[config.mk]
export PLATFORM = sky130hd
export DESIGN_NAME = dot_band_printer_encoder_core
export DESIGN_NICKNAME = d
export VERILOG_FILES = /design/src/design/dbpe_pkg.sv /design/src/design/dbpe_front.sv /design/src/design/dbpe_cmd_fifo.sv /design/src/design/dbpe_back.sv /design/src/design/dot_band_printer_encoder_core.sv
export SDC_FILE = /design/constraint.sdc
export NUM_CORES = 1
export LEC_CHECK = 0
export BUFFER_PORTS_ARGS = -buffer_cell sky130_fd_sc_hd__buf_2
export CAP_MARGIN = 10
export CORE_AREA = 10 10 170 204
export CTS_CLUSTER_SIZE = 12
export DETAILED_ROUTE_END_ITERATION = 10
export DIE_AREA = 0 0 180 214
export PLACE_DENSITY = 0.64
export SLEW_MARGIN = 10
export SYNTH_ARGS = -nofsm -noshare
export SYNTH_HDL_FRONTEND = slang
export SYNTH_HIERARCHICAL = 1
export SYNTH_SLANG_ARGS = --single-unit
[constraint.sdc]
create_clock -name i_clk -period 6.6 [get_ports i_clk]
set_input_delay 1.32 -clock i_clk [delete_from_list [all_inputs] [get_ports i_clk]]
set_output_delay 1.32 -clock i_clk [all_outputs]
set_load 0.005 [all_outputs]
[src/design/dbpe_pkg.sv]
`timescale 1ns / 1ps
`default_nettype none
// ----------------------------------------------------------------------------
// dbpe_pkg: shared types and constants
// Command format passed from the pixel front end to the byte back end.
// ----------------------------------------------------------------------------
package dbpe_pkg;

    localparam int unsigned BAND_ROWS  = 24;
    localparam int unsigned CMD_DEPTH  = 4;
    localparam int unsigned CMD_PTR_W  = $clog2(CMD_DEPTH);
    localparam int unsigned CMD_CNT_W  = $clog2(CMD_DEPTH + 1);
    localparam int unsigned NUM_SLOTS  = 13;

    localparam logic [1:0] CFG_IMAGE_WIDTH   = 2'd0;
    localparam logic [1:0] CFG_IMAGE_HEIGHT  = 2'd1;
    localparam logic [1:0] CFG_DOT_THRESHOLD = 2'd2;

    localparam logic [7:0] BYTE_ESC     = 8'h1b;
    localparam logic [7:0] BYTE_SPACING = 8'h33;
    localparam logic [7:0] BYTE_24DOT   = 8'h18;
    localparam logic [7:0] BYTE_LF      = 8'h0a;
    localparam logic [7:0] BYTE_IMAGE   = 8'h2a;
    localparam logic [7:0] BYTE_MODE33  = 8'h21;

    localparam logic [15:0] WIDTH_RESET     = 16'd1;
    localparam logic [15:0] HEIGHT_RESET    = 16'd1;
    localparam logic [31:0] THRESHOLD_RESET = 32'hFF808080;

    // One accepted pixel's worth of output bytes
    typedef struct packed {
        logic        head;      // line-spacing head
        logic        hdr;       // band header
        logic [15:0] width;     // width sampled for the band header
        logic [7:0]  dot_byte;  // first dot byte, any further ones are zero
        logic [1:0]  num_dots;  // dot bytes, 0..3
        logic        lf;        // band line feed
        logic        eoi;       // flag last byte as end of image
    } t_cmd;

    typedef struct packed {
        logic                 full;
        logic                 not_empty;
        logic [CMD_CNT_W-1:0] count;
    } t_fifo_status;

endpackage

`default_nettype wire

[src/design/dbpe_front.sv]
`timescale 1ns / 1ps
`default_nettype none
// ----------------------------------------------------------------------------
// dbpe_front: pixel classifier
// Thresholds each pixel, tracks band position and builds the byte command.
// ----------------------------------------------------------------------------
module dbpe_front (
    input  wire logic          i_clk,
    input  wire logic          i_rst_n,
    input  wire logic          i_accept,
    input  wire logic [31:0]   i_pixel_argb,
    input  wire logic [15:0]   i_image_width,
    input  wire logic [15:0]   i_image_height,
    input  wire logic [31:0]   i_dot_threshold,
    output dbpe_pkg::t_cmd     o_cmd,
    output logic               o_cmd_valid
);

    logic [4:0]  r_row_in_band,  n_row_in_band;
    logic [7:0]  r_dot_acc,      n_dot_acc;
    logic [15:0] r_column_index, n_column_index;
    logic [16:0] r_band_top_row, n_band_top_row;
    logic        r_image_started, n_image_started;

    logic        band_past;
    logic [15:0] rows_left;
    logic [4:0]  rows_here;
    logic        dot;
    logic [4:0]  row_next;
    logic [7:0]  acc_next;
    logic        end_col;
    logic [15:0] col_next;
    logic        band_end;
    logic [16:0] top_next;
    logic        last;

    always_comb begin
        band_past = r_band_top_row >= {1'b0, i_image_height};
        rows_left = i_image_height - r_band_top_row[15:0];
        if (band_past) begin
            rows_here = 5'd0;
        end else if (rows_left >= 16'(dbpe_pkg::BAND_ROWS)) begin
            rows_here = 5'(dbpe_pkg::BAND_ROWS);
        end else begin
            rows_here = rows_left[4:0];
        end

        dot      = i_pixel_argb <= i_dot_threshold;
        row_next = r_row_in_band + 5'd1;
        acc_next = {r_dot_acc[6:0], dot};
        end_col  = (row_next >= rows_here) || (row_next >= 5'(dbpe_pkg::BAND_ROWS));
        col_next = r_column_index + 16'd1;
        band_end = end_col && ((col_next >= i_image_width) || (col_next == 16'd0));
        top_next = r_band_top_row + 17'(dbpe_pkg::BAND_ROWS);
        last     = band_end && (top_next >= {1'b0, i_image_height});

        o_cmd.head  = !r_image_started;
        o_cmd.hdr   = (r_column_index == 16'd0) && (r_row_in_band == 5'd0);
        o_cmd.width = i_image_width;
        o_cmd.lf    = band_end && !last;
        o_cmd.eoi   = last;
        if (end_col) begin
            o_cmd.dot_byte = acc_next << (3'd7 - r_row_in_band[2:0]);
            o_cmd.num_dots = 2'd3 - r_row_in_band[4:3];
        end else begin
            o_cmd.dot_byte = acc_next;
            o_cmd.num_dots = (row_next[2:0] == 3'd0) ? 2'd1 : 2'd0;
        end
        o_cmd_valid = i_accept && (o_cmd.head || o_cmd.hdr || (o_cmd.num_dots != 2'd0));

        n_row_in_band   = r_row_in_band;
        n_dot_acc       = r_dot_acc;
        n_column_index  = r_column_index;
        n_band_top_row  = r_band_top_row;
        n_image_started = r_image_started;
        if (i_accept) begin
            n_image_started = !last;
            if (end_col) begin
                n_row_in_band  = 5'd0;
                n_dot_acc      = 8'd0;
                n_column_index = band_end ? 16'd0 : col_next;
            end else begin
                n_row_in_band = row_next;
                n_dot_acc     = (row_next[2:0] == 3'd0) ? 8'd0 : acc_next;
            end
            if (band_end) begin
                n_band_top_row = last ? 17'd0 : top_next;
            end
        end
    end

    always_ff @(posedge i_clk) begin
        if (!i_rst_n) begin
            r_row_in_band   <= 5'd0;
            r_dot_acc       <= 8'd0;
            r_column_index  <= 16'd0;
            r_band_top_row  <= 17'd0;
            r_image_started <= 1'b0;
        end else begin
            r_row_in_band   <= n_row_in_band;
            r_dot_acc       <= n_dot_acc;
            r_column_index  <= n_column_index;
            r_band_top_row  <= n_band_top_row;
            r_image_started <= n_image_started;
        end
    end

endmodule

`default_nettype wire

[src/design/dbpe_cmd_fifo.sv]
`timescale 1ns / 1ps
`default_nettype none
// ----------------------------------------------------------------------------
// dbpe_cmd_fifo: command queue
// Small FIFO decoupling the pixel front end from the byte back end.
// ----------------------------------------------------------------------------
module dbpe_cmd_fifo (
    input  wire logic              i_clk,
    input  wire logic              i_rst_n,
    input  wire logic              i_wr,
    input  dbpe_pkg::t_cmd         i_wr_cmd,
    input  wire logic              i_rd,
    output dbpe_pkg::t_cmd         o_rd_cmd,
    output dbpe_pkg::t_fifo_status o_status
);

    dbpe_pkg::t_cmd r_mem [dbpe_pkg::CMD_DEPTH];

    logic [dbpe_pkg::CMD_PTR_W-1:0] r_wr_ptr, r_rd_ptr;
    logic [dbpe_pkg::CMD_CNT_W-1:0] r_count;

    always_ff @(posedge i_clk) begin
        if (i_wr) begin
            r_mem[r_wr_ptr] <= i_wr_cmd;
        end
    end

    always_ff @(posedge i_clk) begin
        if (!i_rst_n) begin
            r_wr_ptr <= '0;
            r_rd_ptr <= '0;
            r_count  <= '0;
        end else begin
            if (i_wr) begin
                r_wr_ptr <= r_wr_ptr + 1'b1;
            end
            if (i_rd) begin
                r_rd_ptr <= r_rd_ptr + 1'b1;
            end
            unique case ({i_wr, i_rd})
                2'b10:   r_count <= r_count + 1'b1;
                2'b01:   r_count <= r_count - 1'b1;
                default: r_count <= r_count;
            endcase
        end
    end

    assign o_rd_cmd           = r_mem[r_rd_ptr];
    assign o_status.full      = r_count == dbpe_pkg::CMD_CNT_W'(dbpe_pkg::CMD_DEPTH);
    assign o_status.not_empty = r_count != '0;
    assign o_status.count     = r_count;

endmodule

`default_nettype wire

[src/design/dbpe_back.sv]
`timescale 1ns / 1ps
`default_nettype none
// ----------------------------------------------------------------------------
// dbpe_back: byte sequencer
// Expands each command into its bytes, one per cycle while the output stage is free.
// ----------------------------------------------------------------------------
module dbpe_back (
    input  wire logic      i_clk,
    input  wire logic      i_rst_n,
    input  dbpe_pkg::t_cmd i_cmd,
    input  wire logic      i_cmd_avail,
    output logic           o_cmd_take,
    input  wire logic      i_pop,
    output logic           o_empty,
    output logic [7:0]     o_out_byte,
    output logic           o_end_of_image
);

    dbpe_pkg::t_cmd                   r_cmd;
    logic [dbpe_pkg::NUM_SLOTS-1:0]   r_mask;
    logic                             r_out_valid;
    logic [7:0]                       r_out_byte;
    logic                             r_out_eoi;

    logic [7:0]                       slot_byte [dbpe_pkg::NUM_SLOTS];
    logic [dbpe_pkg::NUM_SLOTS-1:0]   load_mask;
    logic [dbpe_pkg::NUM_SLOTS-1:0]   pick;
    logic [dbpe_pkg::NUM_SLOTS-1:0]   rest;
    logic [7:0]                       sel_byte;
    logic                             out_free;
    logic                             advance;

    always_comb begin
        slot_byte[0]  = dbpe_pkg::BYTE_ESC;
        slot_byte[1]  = dbpe_pkg::BYTE_SPACING;
        slot_byte[2]  = dbpe_pkg::BYTE_24DOT;
        slot_byte[3]  = dbpe_pkg::BYTE_LF;
        slot_byte[4]  = dbpe_pkg::BYTE_ESC;
        slot_byte[5]  = dbpe_pkg::BYTE_IMAGE;
        slot_byte[6]  = dbpe_pkg::BYTE_MODE33;
        slot_byte[7]  = r_cmd.width[7:0];
        slot_byte[8]  = r_cmd.width[15:8];
        slot_byte[9]  = r_cmd.dot_byte;
        slot_byte[10] = 8'h00;
        slot_byte[11] = 8'h00;
        slot_byte[12] = dbpe_pkg::BYTE_LF;

        load_mask = {i_cmd.lf,
                     i_cmd.num_dots == 2'd3,
                     i_cmd.num_dots >= 2'd2,
                     i_cmd.num_dots != 2'd0,
                     {5{i_cmd.hdr}},
                     {4{i_cmd.head}}};

        pick     = r_mask & (~r_mask + 1'b1);
        rest     = r_mask & ~pick;
        sel_byte = 8'h00;
        for (int i = 0; i < dbpe_pkg::NUM_SLOTS; i++) begin
            sel_byte = sel_byte | (slot_byte[i] & {8{pick[i]}});
        end

        out_free   = !r_out_valid || i_pop;
        advance    = out_free && (r_mask != '0);
        o_cmd_take = i_cmd_avail && ((r_mask == '0) || (advance && (rest == '0)));
    end

    always_ff @(posedge i_clk) begin
        if (o_cmd_take) begin
            r_cmd <= i_cmd;
        end
        if (advance) begin
            r_out_byte <= sel_byte;
            r_out_eoi  <= r_cmd.eoi && (rest == '0);
        end
    end

    always_ff @(posedge i_clk) begin
        if (!i_rst_n) begin
            r_mask      <= '0;
            r_out_valid <= 1'b0;
        end else begin
            if (o_cmd_take) begin
                r_mask <= load_mask;
            end else if (advance) begin
                r_mask <= rest;
            end
            if (advance) begin
                r_out_valid <= 1'b1;
            end else if (i_pop) begin
                r_out_valid <= 1'b0;
            end
        end
    end

    assign o_empty        = !r_out_valid;
    assign o_out_byte     = r_out_byte;
    assign o_end_of_image = r_out_eoi;

endmodule

`default_nettype wire

[src/design/dot_band_printer_encoder_core.sv]
`timescale 1ns / 1ps
`default_nettype none
// Path: a pixel's first byte passes the command queue, the back end's command register
// and its output register. Throughput: one pixel per cycle until the queue is full;
// the back end sends one byte per cycle while output is free, so a pixel with head,
// band header, dots and LF (up to 13 bytes) holds it while the 4-entry queue fills.
// Reset (synchronous, active low) empties the queue and output and restores
// width 1, height 1, threshold 0xFF808080, at the start of a new image.
// ----------------------------------------------------------------------------
// dot_band_printer_encoder_core: 24-dot band printer encoder
// Converts band-ordered ARGB pixels into a bit-image printer command stream.
// ----------------------------------------------------------------------------
module dot_band_printer_encoder_core (
    input  wire logic        i_clk,
    input  wire logic        i_rst_n,
    input  wire logic        i_cfg_wr_en,
    input  wire logic [1:0]  i_cfg_index,
    input  wire logic [31:0] i_cfg_wdata,
    input  wire logic        push,
    output logic             full,
    input  wire logic [31:0] i_pixel_argb,
    output logic             empty,
    input  wire logic        pop,
    output logic [7:0]       o_out_byte,
    output logic             o_end_of_image
);

    logic [15:0] r_image_width;
    logic [15:0] r_image_height;
    logic [31:0] r_dot_threshold;

    dbpe_pkg::t_cmd         front_cmd;
    logic                   front_cmd_valid;
    dbpe_pkg::t_cmd         fifo_cmd;
    dbpe_pkg::t_fifo_status fifo_status;
    logic                   cmd_take;
    logic                   accept;

    always_ff @(posedge i_clk) begin
        if (!i_rst_n) begin
            r_image_width   <= dbpe_pkg::WIDTH_RESET;
            r_image_height  <= dbpe_pkg::HEIGHT_RESET;
            r_dot_threshold <= dbpe_pkg::THRESHOLD_RESET;
        end else if (i_cfg_wr_en) begin
            unique case (i_cfg_index)
                dbpe_pkg::CFG_IMAGE_WIDTH:   r_image_width   <= i_cfg_wdata[15:0];
                dbpe_pkg::CFG_IMAGE_HEIGHT:  r_image_height  <= i_cfg_wdata[15:0];
                dbpe_pkg::CFG_DOT_THRESHOLD: r_dot_threshold <= i_cfg_wdata;
                default: ;
            endcase
        end
    end

    assign full   = fifo_status.full;
    assign accept = push && !fifo_status.full;

    dbpe_front u_front (
        .i_clk           (i_clk),
        .i_rst_n         (i_rst_n),
        .i_accept        (accept),
        .i_pixel_argb    (i_pixel_argb),
        .i_image_width   (r_image_width),
        .i_image_height  (r_image_height),
        .i_dot_threshold (r_dot_threshold),
        .o_cmd           (front_cmd),
        .o_cmd_valid     (front_cmd_valid)
    );

    dbpe_cmd_fifo u_fifo (
        .i_clk    (i_clk),
        .i_rst_n  (i_rst_n),
        .i_wr     (front_cmd_valid),
        .i_wr_cmd (front_cmd),
        .i_rd     (cmd_take),
        .o_rd_cmd (fifo_cmd),
        .o_status (fifo_status)
    );

    dbpe_back u_back (
        .i_clk          (i_clk),
        .i_rst_n        (i_rst_n),
        .i_cmd          (fifo_cmd),
        .i_cmd_avail    (fifo_status.not_empty),
        .o_cmd_take     (cmd_take),
        .i_pop          (pop),
        .o_empty        (empty),
        .o_out_byte     (o_out_byte),
        .o_end_of_image (o_end_of_image)
    );

`ifndef ASSERT_OFF
    a_no_overflow: assert property (@(posedge i_clk) disable iff (!i_rst_n)
        !(front_cmd_valid && fifo_status.full && !cmd_take))
        else $error("command queue overflow");

    a_count_bound: assert property (@(posedge i_clk) disable iff (!i_rst_n)
        fifo_status.count <= dbpe_pkg::CMD_CNT_W'(dbpe_pkg::CMD_DEPTH))
        else $error("command queue count out of range");

    a_take_needs_data: assert property (@(posedge i_clk) disable iff (!i_rst_n)
        cmd_take |-> fifo_status.not_empty)
        else $error("command taken from empty queue");

    a_result_held: assert property (@(posedge i_clk) disable iff (!i_rst_n)
        (!empty && !pop) |=> !empty)
        else $error("waiting result lost");
`endif

endmodule

`default_nettype wire
==> results.json <==
{
  "dieArea_um2": 38520,
  "dp_hpwl_um": 24880,
  "synth_commonest_cells": "154 x edfxtp_1, 145 x nand2_1, 130 x dfxtp_1",
  "clk_path_buf_depth": 3,
  "grt_pass1_vias": 10588,
  "ys_warn_count": 6,
  "grt_pass1_wl_um": 55510,
  "dr.pass1.iters": 5,
  "setup-tns-final_ns": 0,
  "initial_utilization_pct": 48.93,
  "cp-start-kind": "flip-flop",
  "antenna_cells": 0,
  "ys_types": 95,
  "syn-cell-area_um2": 15080,
  "crit_required_ns": 7.08,
  "cts_buffers": 30,
  "ant_nets": 0,
  "vdd_drop_max_mv": 0.3726,
  "pre_cts_slack_ns": 0.7867,
  "critPathMaxStageDelay_ns": 0.40,
  "ys.flop_type": "edfxtp_1",
  "maxSlewHeadroom_pct": 28.49,
  "fin_nets": 1601,
  "die_x_um": 180,
  "power.share.sequential_pct": 45.3,
  "avgSynthCellArea_um2": 10.94,
  "wl_per_cell_um": 18.55,
  "grt_max_degree": 81,
  "yosys.area.top_type": "edfxtp_1",
  "power_mw": 5.157,
  "grt_antenna_before_repair": 0,
  "fmax_mhz": 170.6,
  "place_congestion": 0.9046,
  "synth_top_cells_by_area": "edfxtp_1 31%, dfxtp_1 17%, ha_1 8.5%, mux4_2 4.8%, mux2i_1 4.0%",
  "crit_family": "compound AO/OA/AOI/OAI gates",
  "coreArea_um2": 30830,
  "die_h_um": 214,
  "crit_top_cell": "ha_1",
  "synth.most_common_cell": "edfxtp_1",
  "clkTransAtPathRegs_ns": 0.06,
  "port_buffers": 81,
  "p_clk_share_pct": 31.2,
  "postCtsSetupRepairBufs": 0,
  "drt-total-wl_um": 34330,
  "cts_sinks": 284,
  "outcome": "finished clean",
  "synth_top_area_share_pct": 30.66,
  "sw_frac_of_total_pct": 29.47,
  "period_share_pct": 88.80,
  "setup_violations": 0,
  "hold_class": "flip-flop to flip-flop",
  "internal_power_mw": 3.637,
  "grt_usage_pct": 17.21,
  "power.switching_mw": 1.520,
  "async_flop_share_pct": 0,
  "crit_type": "flip-flop to flip-flop",
  "insertion_delay_ns": 0.56,
  "vias": 10639,
  "holdWs_ns": 0.4574,
  "ios": 82,
  "finalCriticalPeriod_ns": 5.861,
  "drv_slew": 0,
  "cap_violations": 0,
  "endpoint_kind": "flip-flop",
  "cellLeakagePower_nw": 6.471,
  "arrival_ns": 6.34,
  "area_growth_pct": 9.929,
  "synth_cells": 1379,
  "cts_root_buf": "clkbuf_16",
  "ys_seq_area_share_pct": 47.91,
  "slowest_stage": "or3b_1",
  "drc": 0,
  "synth_edf_count": 154,
  "rsz0062_at_grt": "false",
  "viasPerCell": 5.748,
  "cts_tree": "done",
  "worst_pin_slew_ns": 1.072,
  "drt_iter0_markers": 741,
  "drive_above_1_share_pct": 13.52,
  "combPwrFrac_pct": 23.5,
  "multiInputGateArea_um2": 6934,
  "worst_slack_ns": 0.7390,
  "finClkSkew_ns": 0.01411,
  "num_rows": 71,
  "area.sequential_um2": 7228,
  "crit_fanout": 7,
  "ys_ff_latch": 284,
  "grt_overflow": 0,
  "hold_viol": 0,
  "power_density_nw_per_um2": 311.0,
  "crit_buf_inv": 2,
  "cts_hold_buf": 0,
  "cts_resized": 0,
  "nFillCells": 2691,
  "syn_nets": 1554,
  "cts_htree_levels": 1,
  "cp_cell_sequence": "inv_1, ha_1, xor2_1, a221o_1, a2111oi_2, o311ai_1, nor4_1, nand4b_1, or3b_1, ha_1, o21ai_0, a21oi_1, o31a_1, nor2_1, nand2_1, o21ai_1, o41a_1, inv_1, ha_1, fa_1, xnor2_1, or3_1, a21boi_0"
}
==> cells by family after synthesis <==
group	count (synthesis)	share of synthesized area, %
buffers and inverters	202	6.163
AND/OR/NAND/NOR	411	14.32
multiplexers	94	8.908
other	1	0.02486
AO/OA/AOI/OAI	243	11.67
adder cells (fa/ha/maj)	105	8.743
XOR/XNOR	39	2.264
flip-flops	284	47.91
==> state kept, by name, indices dropped and copies added (netlist names), 2 cells and up, named ones only <==
register                count
u_front/r_row_in_band       5
u_back/r_mask              13
r_image_width              16
u_front/r_band_top_row     14
u_front/r_column_index     16
r_dot_threshold            32
u_fifo/r_rd_ptr             2
u_back/o_out_byte           8
u_fifo/r_count              3
u_front/r_dot_acc           7
u_fifo/r_wr_ptr             2
u_back/r_cmd               25
r_image_height             16
u_fifo/r_mem              120
==> final timing paths <==
path	start	end	slack, ns	depth (start not counted)
max	r_image_height[4]$_SDFFE_PN0P_	u_fifo/r_count[2]$_SDFFE_PN0P_	0.74	23
min	r_dot_threshold[18]$_SDFFE_PN0P_	r_dot_threshold[18]$_SDFFE_PN0P_	0.46	2
max reg2reg	r_image_height[4]$_SDFFE_PN0P_	u_fifo/r_count[2]$_SDFFE_PN0P_	0.74	23
min reg2reg	r_dot_threshold[18]$_SDFFE_PN0P_	r_dot_threshold[18]$_SDFFE_PN0P_	0.46	2
==> power groups by stage <==
stage	sequential (mW)	clock, mW	combinational, mW
finish	2.34	1.61	1.21
global route	2.36	1.73	1.36
CTS	2.34	1.65	1.23
detailed placement	2.37	0	1.23
global placement	2.36	0	1.21
floorplan	2.33	0	0.938
==> layout by cell type (no fill, tap or decap), types with 22 or more instances in the layout <==
cell type / synthesis / layout
and2_1: 22 / 22
edfxtp_1: 154 / 154
nand3_1: 38 / 38
dfxtp_1: 130 / 129
mux2i_1: 60 / 60
clkbuf_16: 0 / 30
nand2_1: 145 / 145
nor3_1: 25 / 25
a21oi_1: 58 / 58
xnor2_1: 25 / 25
o21ai_0: 26 / 26
nor2_1: 46 / 46
mux4_2: 32 / 32
buf_2: 20 / 80
ha_1: 103 / 103
inv_1: 120 / 120
==> tightest hold or removal path, delay by kind of cell, from the launching register on <==
family	cells	cell delay [ns]
simple gates	1	0.05
mux	1	0.05
flops	1	0.31
==> final cells by class <==
class	instances	share of cell area [%]
flip-flops and latches	284	43.59
clock buffers	49	5.138
multi-input cells	893	41.82
inverters	122	2.762
repair buffers	95	3.094
clock inverters	7	0.5735
well taps	401	3.026
==> layer usage <==
layer  up-vias  routed length (um)  GRT usage, %
li1       5170                   -             -
met1      5155               14540         20.90
met4         0                1162         6.100
met3        67                1355         2.076
met5         -                   0             0
met2       247               17270         30.66
==> metrics by stage <==
step	cells	instance area, um^2	util (%)
final	1851	16580	53.79
after global routing	1851	16580	53.79
after CTS	1851	16580	53.79
after detailed placement	1795	15640	50.72
after global placement	1795	15640	50.72
after floorplan	1379	15080	-
Note: power is estimated with default switching activity, not from simulation.
